File: src/rtl/core/fdaf_pkg.sv
// ----------------------------------------------------------------------------
// fdaf_pkg
// Shared types and constants for the fixed decimal ascii formatter.
// ----------------------------------------------------------------------------
package fdaf_pkg;

  // width of the signed input value and of its magnitude
  localparam int VALUE_W = 21;
  localparam int MAG_W   = 21;

  // ascii codes
  localparam logic [7:0] CHAR_ZERO  = 8'h30;
  localparam logic [7:0] CHAR_POINT = 8'h2E;
  localparam logic [7:0] CHAR_MINUS = 8'h2D;

  // control bits that ride along the cell chain
  typedef struct packed {
    logic vld;
    logic neg;
  } cell_ctrl_t;

  // power of ten, evaluated at elaboration
  function automatic logic [63:0] pow10(input int n);
    logic [63:0] p;
    p = 64'd1;
    for (int i = 0; i < n; i++) begin
      p = p * 64'd10;
    end
    return p;
  endfunction

endpackage

File: src/rtl/core/fdaf_dd_cell.sv
// ----------------------------------------------------------------------------
// fdaf_dd_cell
// One shift-add-3 cell of the binary to bcd chain: corrects every bcd digit,
// then shifts the top magnitude bit into the bcd word.
// ----------------------------------------------------------------------------
module fdaf_dd_cell #(
  parameter int NDIG = 6
) (
  input  logic                        clk,
  input  logic                        rst_n,
  input  logic                        en,
  input  fdaf_pkg::cell_ctrl_t        ctrl_in,
  input  logic [fdaf_pkg::MAG_W-1:0]  mag_in,
  input  logic [NDIG*4-1:0]           bcd_in,
  output fdaf_pkg::cell_ctrl_t        ctrl_out,
  output logic [fdaf_pkg::MAG_W-1:0]  mag_out,
  output logic [NDIG*4-1:0]           bcd_out
);
  import fdaf_pkg::*;

  cell_ctrl_t        ctrl_r;
  logic [MAG_W-1:0]  mag_r, mag_nxt;
  logic [NDIG*4-1:0] bcd_r, bcd_nxt, bcd_adj;

  // add 3 to every digit of five or more, then shift in one bit
  always_comb begin
    for (int k = 0; k < NDIG; k++) begin
      bcd_adj[4*k +: 4] = (bcd_in[4*k +: 4] >= 4'd5) ? bcd_in[4*k +: 4] + 4'd3
                                                     : bcd_in[4*k +: 4];
    end
    bcd_nxt = {bcd_adj[NDIG*4-2:0], mag_in[MAG_W-1]};
    mag_nxt = {mag_in[MAG_W-2:0], 1'b0};
  end

  // control state
  always_ff @(posedge clk) begin
    if (!rst_n) begin
      ctrl_r <= '0;
    end else if (en) begin
      ctrl_r <= ctrl_in;
    end
  end

  // payload
  always_ff @(posedge clk) begin
    if (en) begin
      mag_r <= mag_nxt;
      bcd_r <= bcd_nxt;
    end
  end

  assign ctrl_out = ctrl_r;
  assign mag_out  = mag_r;
  assign bcd_out  = bcd_r;

endmodule

File: src/rtl/core/fdaf_serializer.sv
// ----------------------------------------------------------------------------
// fdaf_serializer
// Holds one converted value and sends its text one byte per cycle while out_ready is high,
// skipping the sign and leading integer zeros where they are not printed.
// ----------------------------------------------------------------------------
module fdaf_serializer #(
  parameter int INT_DIGITS  = 3,
  parameter int FRAC_DIGITS = 3
) (
  input  logic                                clk,
  input  logic                                rst_n,
  input  fdaf_pkg::cell_ctrl_t                ctrl_in,
  input  logic [(INT_DIGITS+FRAC_DIGITS)*4-1:0] bcd_in,
  output logic                                load_ok,
  output logic                                out_valid,
  input  logic                                out_ready,
  output logic [7:0]                          out_text_byte,
  output logic                                out_last_byte
);
  import fdaf_pkg::*;

  localparam int NDIG  = INT_DIGITS + FRAC_DIGITS;
  localparam int SLOTS = NDIG + 2;
  localparam int PW    = $clog2(SLOTS);
  localparam logic [PW-1:0] P_LAST  = PW'(SLOTS - 1);
  localparam logic [PW-1:0] P_POINT = PW'(INT_DIGITS + 1);
  localparam logic [PW-1:0] P_UNITS = PW'(INT_DIGITS);

  logic              busy_r, busy_nxt;
  logic              neg_r, neg_nxt;
  logic [PW-1:0]     p_r, p_nxt;
  logic [PW-1:0]     lz_r, lz_nxt;
  logic [NDIG*4-1:0] bcd_r, bcd_nxt;
  logic              seen;
  logic              fire, last;
  logic [PW:0]       idx_w;
  logic [3:0]        digit;

  // leading zero count over the integer digits above the units digit
  always_comb begin
    lz_nxt = '0;
    seen   = 1'b0;
    for (int k = NDIG - 1; k > FRAC_DIGITS; k--) begin
      if (!seen && bcd_in[4*k +: 4] == 4'd0) begin
        lz_nxt = lz_nxt + PW'(1);
      end else begin
        seen = 1'b1;
      end
    end
  end

  assign last    = (p_r == P_LAST);
  assign fire    = busy_r && out_ready;
  assign load_ok = !busy_r || (out_ready && last);

  // digit select for the current slot
  always_comb begin
    if (p_r <= P_UNITS) begin
      idx_w = (PW+1)'(NDIG) - {1'b0, p_r};
    end else begin
      idx_w = (PW+1)'(NDIG + 1) - {1'b0, p_r};
    end
    digit = 4'd0;
    for (int k = 0; k < NDIG; k++) begin
      if (idx_w == (PW+1)'(k)) begin
        digit = bcd_r[4*k +: 4];
      end
    end
  end

  // byte for the current slot
  always_comb begin
    if (p_r == '0) begin
      out_text_byte = CHAR_MINUS;
    end else if (p_r == P_POINT) begin
      out_text_byte = CHAR_POINT;
    end else begin
      out_text_byte = CHAR_ZERO | {4'd0, digit};
    end
  end

  assign out_valid     = busy_r;
  assign out_last_byte = last;

  // slot sequencing and load of the next value
  always_comb begin
    busy_nxt = busy_r;
    neg_nxt  = neg_r;
    p_nxt    = p_r;
    bcd_nxt  = bcd_r;
    if (fire && !last) begin
      p_nxt = (p_r == '0) ? lz_r + PW'(1) : p_r + PW'(1);
    end
    if (load_ok) begin
      busy_nxt = ctrl_in.vld;
      neg_nxt  = ctrl_in.neg;
      bcd_nxt  = bcd_in;
      p_nxt    = ctrl_in.neg ? '0 : lz_nxt + PW'(1);
    end
  end

  always_ff @(posedge clk) begin
    if (!rst_n) begin
      busy_r <= 1'b0;
    end else begin
      busy_r <= busy_nxt;
    end
  end

  always_ff @(posedge clk) begin
    neg_r <= neg_nxt;
    p_r   <= p_nxt;
    bcd_r <= bcd_nxt;
    if (load_ok) begin
      lz_r <= lz_nxt;
    end
  end

  // slot index stays inside the frame while a run is out
  a_slot_range: assert property (@(posedge clk) disable iff (!rst_n)
    busy_r |-> p_r <= P_LAST)
    else $error("slot index out of frame");

  // a byte that is not the last one is followed by more of the same run
  a_run_continues: assert property (@(posedge clk) disable iff (!rst_n)
    (fire && !last) |=> busy_r)
    else $error("run ended without last byte");

  // the minus slot is only visited for a negative value
  a_minus_neg: assert property (@(posedge clk) disable iff (!rst_n)
    (busy_r && p_r == '0) |-> neg_r)
    else $error("minus sign on a positive value");

endmodule

File: src/rtl/core/fixed_decimal_ascii_formatter.sv
// ----------------------------------------------------------------------------
// fixed_decimal_ascii_formatter
// Prints a signed value in thousandths as ascii decimal text, one byte per
// output item, through a chain of shift-add-3 cells and a byte serializer.
// ----------------------------------------------------------------------------
// path: from input item to first byte through 21 cells plus the serializer
// throughput: one byte per cycle while out_ready is high; a value gives 5 to 8 bytes
//   (2 + FRAC_DIGITS up to 2 + INT_DIGITS + FRAC_DIGITS), set by the serializer
// the chain shifts only when the serializer loads: every cycle while it is idle,
//   once per value while it sends text, so a new input item waits for the last byte
// reset: synchronous active-low rst_n clears all valid bits; no memory to clear
module fixed_decimal_ascii_formatter #(
  parameter int INT_DIGITS  = 3,
  parameter int FRAC_DIGITS = 3
) (
  input  logic                             clk,
  input  logic                             rst_n,
  input  logic                             in_valid,
  output logic                             in_ready,
  input  logic signed [fdaf_pkg::VALUE_W-1:0] in_value_thousandths,
  output logic                             out_valid,
  input  logic                             out_ready,
  output logic [7:0]                       out_text_byte,
  output logic                             out_last_byte
);
  import fdaf_pkg::*;

  localparam int          NDIG  = INT_DIGITS + FRAC_DIGITS;
  localparam logic [63:0] LIMIT = pow10(NDIG) - 64'd1;

  cell_ctrl_t        ctrl_c [MAG_W+1];
  logic [MAG_W-1:0]  mag_c  [MAG_W+1];
  logic [NDIG*4-1:0] bcd_c  [MAG_W+1];
  logic              advance;
  logic              neg;
  logic [MAG_W-1:0]  mag_raw;

  // sign, magnitude and saturation at the entry of the chain
  always_comb begin
    neg     = in_value_thousandths[VALUE_W-1];
    mag_raw = neg ? MAG_W'(~in_value_thousandths + 1'b1)
                  : MAG_W'(in_value_thousandths);
  end

  assign ctrl_c[0].vld = in_valid;
  assign ctrl_c[0].neg = neg;
  assign mag_c[0]      = ({{(64-MAG_W){1'b0}}, mag_raw} > LIMIT) ? LIMIT[MAG_W-1:0]
                                                                : mag_raw;
  assign bcd_c[0]      = '0;

  assign in_ready = advance;

  // binary to bcd cell chain, one magnitude bit per cell
  for (genvar g = 0; g < MAG_W; g++) begin : g_cell
    fdaf_dd_cell #(
      .NDIG (NDIG)
    ) u_cell (
      .clk      (clk),
      .rst_n    (rst_n),
      .en       (advance),
      .ctrl_in  (ctrl_c[g]),
      .mag_in   (mag_c[g]),
      .bcd_in   (bcd_c[g]),
      .ctrl_out (ctrl_c[g+1]),
      .mag_out  (mag_c[g+1]),
      .bcd_out  (bcd_c[g+1])
    );
  end

  // text serializer
  fdaf_serializer #(
    .INT_DIGITS  (INT_DIGITS),
    .FRAC_DIGITS (FRAC_DIGITS)
  ) u_ser (
    .clk           (clk),
    .rst_n         (rst_n),
    .ctrl_in       (ctrl_c[MAG_W]),
    .bcd_in        (bcd_c[MAG_W]),
    .load_ok       (advance),
    .out_valid     (out_valid),
    .out_ready     (out_ready),
    .out_text_byte (out_text_byte),
    .out_last_byte (out_last_byte)
  );

  // nothing leaves in the cycle after reset
  a_reset_quiet: assert property (@(posedge clk)
    !rst_n |=> !out_valid)
    else $error("output valid right after reset");

  // a stalled output keeps the chain frozen
  a_stall_holds: assert property (@(posedge clk) disable iff (!rst_n)
    (out_valid && !out_ready) |-> !in_ready)
    else $error("chain moved while output stalled");

  // every output byte is a digit, a point or a minus
  a_byte_code: assert property (@(posedge clk) disable iff (!rst_n)
    out_valid |-> (out_text_byte == CHAR_MINUS || out_text_byte == CHAR_POINT ||
                   (out_text_byte >= CHAR_ZERO && out_text_byte <= 8'h39)))
    else $error("unexpected output character");

endmodule

File: config.mk
export PLATFORM = sky130hd
export DESIGN_NAME = fixed_decimal_ascii_formatter
export DESIGN_NICKNAME = d
export VERILOG_FILES = /design/src/rtl/core/fdaf_pkg.sv /design/src/rtl/core/fdaf_dd_cell.sv /design/src/rtl/core/fdaf_serializer.sv /design/src/rtl/core/fixed_decimal_ascii_formatter.sv
export SDC_FILE = /design/constraint.sdc
export NUM_CORES = 1
export LEC_CHECK = 0
export ABC_CLOCK_PERIOD_IN_PS = 38700
export BUFFER_PORTS_ARGS = -buffer_cell sky130_fd_sc_hd__buf_2
export CORE_MARGIN = 8
export CORE_UTILIZATION = 60
export DETAILED_ROUTE_END_ITERATION = 8
export PLACE_DENSITY = 0.76
export SLEW_MARGIN = 20
export SYNTH_ARGS = -nofsm -noshare
export SYNTH_HDL_FRONTEND = slang
export SYNTH_HIERARCHICAL = 1
export SYNTH_SLANG_ARGS = --single-unit
File: constraint.sdc
create_clock -name clk -period 38.7 [get_ports clk]
set_input_delay 7.74 -clock clk [delete_from_list [all_inputs] [get_ports clk]]
set_output_delay 7.74 -clock clk [all_outputs]
set_load 0.1 [all_outputs]
After elaboration in Yosys (flattened, before gate mapping)
Cells that the tools add are included.
Widths: inputs -> output; s select.
{"block": "classes", "addsub": 112, "magnitude_cmp": 107, "n_eq_ne": 7, "muxes": 121, "bitwise": 1, "reduce_logical": 12}
{"operator": "$ge 4x3->1 const B", "count": 99}
{"operator": "$mux 4", "count": 92}
{"operator": "$add 4x2->4 const B", "count": 85}
{"operator": "$mux 3", "count": 19}
{"operator": "$add 3x2->3 const B", "count": 14}
{"operator": "$add 21x1->21 const B", "count": 1}
{"operator": "$gt 21x20->1 const B", "count": 1}
{"operator": "$mux 21", "count": 1}
{"operator": "$not 21->21", "count": 1}
{"operator": "$add 1x2->3 const AB", "count": 5}
{"operator": "$ge 1x3->1 const AB", "count": 5}
{"operator": "$add 3x1->3 const B", "count": 4}
{"operator": "$logic_not 4->1", "count": 3}
{"operator": "$eq 4x2->1 const B", "count": 2}
{"operator": "$eq 4x3->1 const B", "count": 2}
{"operator": "$mux 8", "count": 1}
{"operator": "$sub 3x3->4 const A", "count": 2}
{"operator": "$mux 1", "count": 7}
{"operator": "$eq 3x3->1 const B", "count": 2}
{"operator": "$mux 5", "count": 1}
{"operator": "$eq 4x1->1 const B", "count": 1}
{"operator": "$logic_and 1x1->1", "count": 4}
{"operator": "$add 1x2->3 const B", "count": 1}
{"operator": "$ge 1x3->1 const B", "count": 1}
{"operator": "5 further kinds", "count": 6}
{"block": "word_totals", "regBits": 704, "out_inout_bits": 11, "elab_cells": 453}

Logic depth before layout (Yosys ltp)
{"block": "depth", "ltp_word": 11, "ltp_mapped": 9, "mapped_depth_nobuf": 9}

By module
The synthesis kept the hierarchy.
{"module": "fdaf_dd_cell", "n_inst": 21, "cells_per_inst": 144, "area_each_um2": 1993.2, "seq_area_each_um2": 1361.3}
{"module": "fdaf_serializer", "n_inst": 1, "cells_per_inst": 131, "area_each_um2": 1566.5, "seq_area_each_um2": 890.9}
{"module": "fixed_decimal_ascii_formatter", "n_inst": 1, "cells_per_inst": 113, "area_each_um2": 725.7, "seq_area_each_um2": 0.0}

Worst setup path before layout
OpenSTA, ideal clock, no wires.
{"block": "synth_timing", "kind": "in2out", "start": "input out_ready", "end": "output in_ready", "arrival_ps": 29462, "path_slack_ps": 1498, "cell_stages": 2, "path_cell_list": "nand2_1 -> nand2_1"}
{"block": "synth_via", "elab_chain_len": 2}
{"element": "start, declared", "line": "fixed_decimal_ascii_formatter.sv:22", "source": "input logic out_ready,"}
{"element": "$logic_and 1x1->1", "line": "fdaf_serializer.sv:54", "source": "assign load_ok = !busy_r || (out_ready && last);"}
{"element": "$logic_or 1x1->1", "line": "fdaf_serializer.sv:54"}
{"element": "end, declared", "line": "fixed_decimal_ascii_formatter.sv:19", "source": "output logic in_ready,"}
Every way passes these cells.

Worst setup path in the final report
Ends and elaborated chain as after synthesis.

==> summary.log <==
INFO  run_status     run_status=complete, no violations
INFO  floorplan      design.portCount=36
INFO  clock_tree     tritoncts=built
INFO  detailed_routing met1_length=21000um
INFO  final_layout   final.fill_count=4270
INFO  placement      place.port_buffers=32
INFO  timing         final_period_minus_worst_setup_slack=16.76ns
INFO  final_layout   post_route_cells_drive_above_1_share=0.0910
INFO  worst_setup_path worst-path-max-fanout=47
INFO  detailed_routing maxUsedRoutingLayer=met4
INFO  detailed_routing antenna_left=0
INFO  timing         rsz0062_at_grt=no
INFO  global_route   first_pass_grt_wire_length=91000um
INFO  logic_synthesis ys.warnings.count=6
INFO  worst_setup_path worst-endpoint-required=30.96ns
INFO  floorplan      total_number_of_placement_rows=91
INFO  timing         fin_worst_hold_slack=0.411ns
INFO  placement      routability_congestion=0.848
INFO  global_route   grt_usage=0.149
INFO  detailed_routing per_cell_routed_wire_length=12.9um
INFO  clock_tree     clock-root-buffer=clkbuf_16
INFO  timing         final.setup.tns=0ns
INFO  worst_setup_path critical_path.startpoint_type=primary input
INFO  global_route   antenna_violations_before_repair=0
INFO  global_route   grt_max_degree=170
INFO  timing         timing.final.hold_violations=0
INFO  clock_tree     cts_inserted_buffers=82
INFO  timing         final-setup-viol-count=0
INFO  logic_synthesis combined_area_of_all_synthesized_cells=37600um2
INFO  detailed_routing vias=21000
INFO  timing         worst_slew_margin_rel=0.272
INFO  detailed_routing dr.first_iter.drc_count=1112
INFO  logic_synthesis postSynthAreaPerCell=12.5um2
INFO  final_layout   syn_to_final_growth=11.3%
INFO  detailed_routing met2RoutedLength=29100um
INFO  clock_tree     clkSinkCount=786
INFO  clock_tree     cts-root-to-sink-buffers=3
INFO  placement      detailedPlace.worstSlack=21.93ns
INFO  global_route   gr-total-overflow=0
INFO  floorplan      die_height=266um
INFO  final_layout   mostFrequentLayoutCells=edfxtp_1 (743), nand2_1 (508), inv_1 (266)
INFO  worst_setup_path cp_data_arrival_time=9.02ns
INFO  detailed_routing met3_length=1570um
INFO  worst_setup_path cell_breakdown_of_the_critical_path=buf_2 > nand2_1 > nand2_4 > buf_2
INFO  final_layout   most_common_cell_after_layout_fill_and_taps_aside=edfxtp_1
INFO  floorplan      die_width=266um
INFO  clock_tree     post_cts_resize_count=0
INFO  worst_setup_path cp-end-kind=primary output
INFO  timing         report.final.slew_viol_count=0
INFO  timing         final_min_period_over_clock_period=0.433
INFO  clock_tree     cts_hold_buffers=0
INFO  final_layout   antenna_cells=0
INFO  detailed_routing avgViaCountPerCell=5.11
INFO  min_path       holdCritPathClass=register to register
INFO  power          leakagePower=17.9nW
INFO  timing         layout_setup_ws=21.94ns
INFO  flow_run       cap_viol_max_count=0
INFO  worst_setup_path timing_worst_setup_path_type=primary input to primary output
INFO  detailed_routing drt_pre_antenna_iters=6
INFO  logic_synthesis netlist_instances=3016
INFO  min_path       min_path_cells=0
INFO  worst_setup_path slowest_delay=0.55ns
INFO  final_layout   layout.cell_area.non_filler=41800um2
INFO  worst_setup_path timing.reg2reg.worst_path_depth=7
INFO  placement      detailed_place.area=39100um2
INFO  worst_setup_path crit_path_frequent_cell=buf_2
INFO  final_layout   finalNetCount=3491
INFO  power          irDropWorstVdd=0.0474mV
INFO  floorplan      dieArea=70900um2
INFO  worst_setup_path timing.critical_path.slowest_stage_cell=buf_2
INFO  final_layout   final_cell_count_no_fill=4113
INFO  clock_tree     clk-insertion-delay-late=0.61ns
INFO  power          power_per_cell_area=80.0nW/um2
INFO  clock_tree     post-cts-setup-buffer-count=0
INFO  placement      dp.cells=3962
INFO  timing         maximum_clock_rate=59.7MHz
INFO  placement      detailedPlacementHpwl=35200um
INFO  global_route   first_global_vias=21300
INFO  clock_tree     worst_setup_hold_path_clk_slew=0.06ns
INFO  clock_tree     ctsHtreeMaxLevel=3
INFO  detailed_routing detail_route.drc_violations=0
INFO  detailed_routing wl=53000um
INFO  floorplan      effective_utilization_at_floorplan=0.608
INFO  timing         worst_clock_skew=0.0160ns
INFO  timing         worst_max_slew_pin_slew=1.09ns
INFO  floorplan      placeableCoreArea=61800um2
## path summary, 6_finish.rpt
kind | from | end | slack (ns)
setup / recovery | out_ready | in_ready | 21.94
hold / removal | g_cell[3].u_cell/mag_out[6] | g_cell[4].u_cell/mag_out[7] | 0.41
setup reg to reg | u_ser/p_r[1] | g_cell[3].u_cell/bcd_out[6] | 33.86
hold reg to reg | g_cell[3].u_cell/mag_out[6] | g_cell[4].u_cell/mag_out[7] | 0.41
## state kept, by name (all words and copies together), names as in the netlist
| signal | cells |
|---|---|
| g_cell.u_cell/bcd_out | 504 |
| g_cell.u_cell/ctrl_out | 42 |
| g_cell.u_cell/mag_out | 210 |
| u_ser/bcd_r | 24 |
| u_ser/lz_r | 2 |
| u_ser/out_valid | 1 |
| u_ser/p_r | 3 |
## worst max-delay path: cells and delay by family
kind	cells	cell delay, ns
and+or+nand+nor	2	0.58
buffers and inverters	2	0.63
## routing by layer
metal,up-vias,track usage
li1,10800,-
met1,9892,0.155
met3,109,0.0288
met5,-,0
met2,243,0.296
met4,0,0.0503
## power breakdown
group | switching [mW] | internal [mW]
combinational | 0.564 | 0.457
sequential | 0.205 | 1.34
clock | 0.314 | 0.464
## metrics by stage
stage                     power, mW   util
after floorplan                2.36      -
after global placement         2.50  0.633
after detailed placement       2.59  0.633
after CTS                      3.38  0.677
after global routing           3.59  0.677
final                          3.35  0.677
## layout make-up
type | instances | area, um2 | share of cell area
Clock buffer | 115 | 2350 | 0.0561
Clock inverter | 36 | 367 | 0.00876
Inverter | 266 | 998 | 0.0239
Multi-Input combinational cell | 2034 | 13700 | 0.327
Sequential cell | 786 | 23200 | 0.554
Tap cell | 837 | 1050 | 0.0250
Timing Repair Buffer | 39 | 238 | 0.00568
No activity file was read; power rests on OpenSTA's default activity.
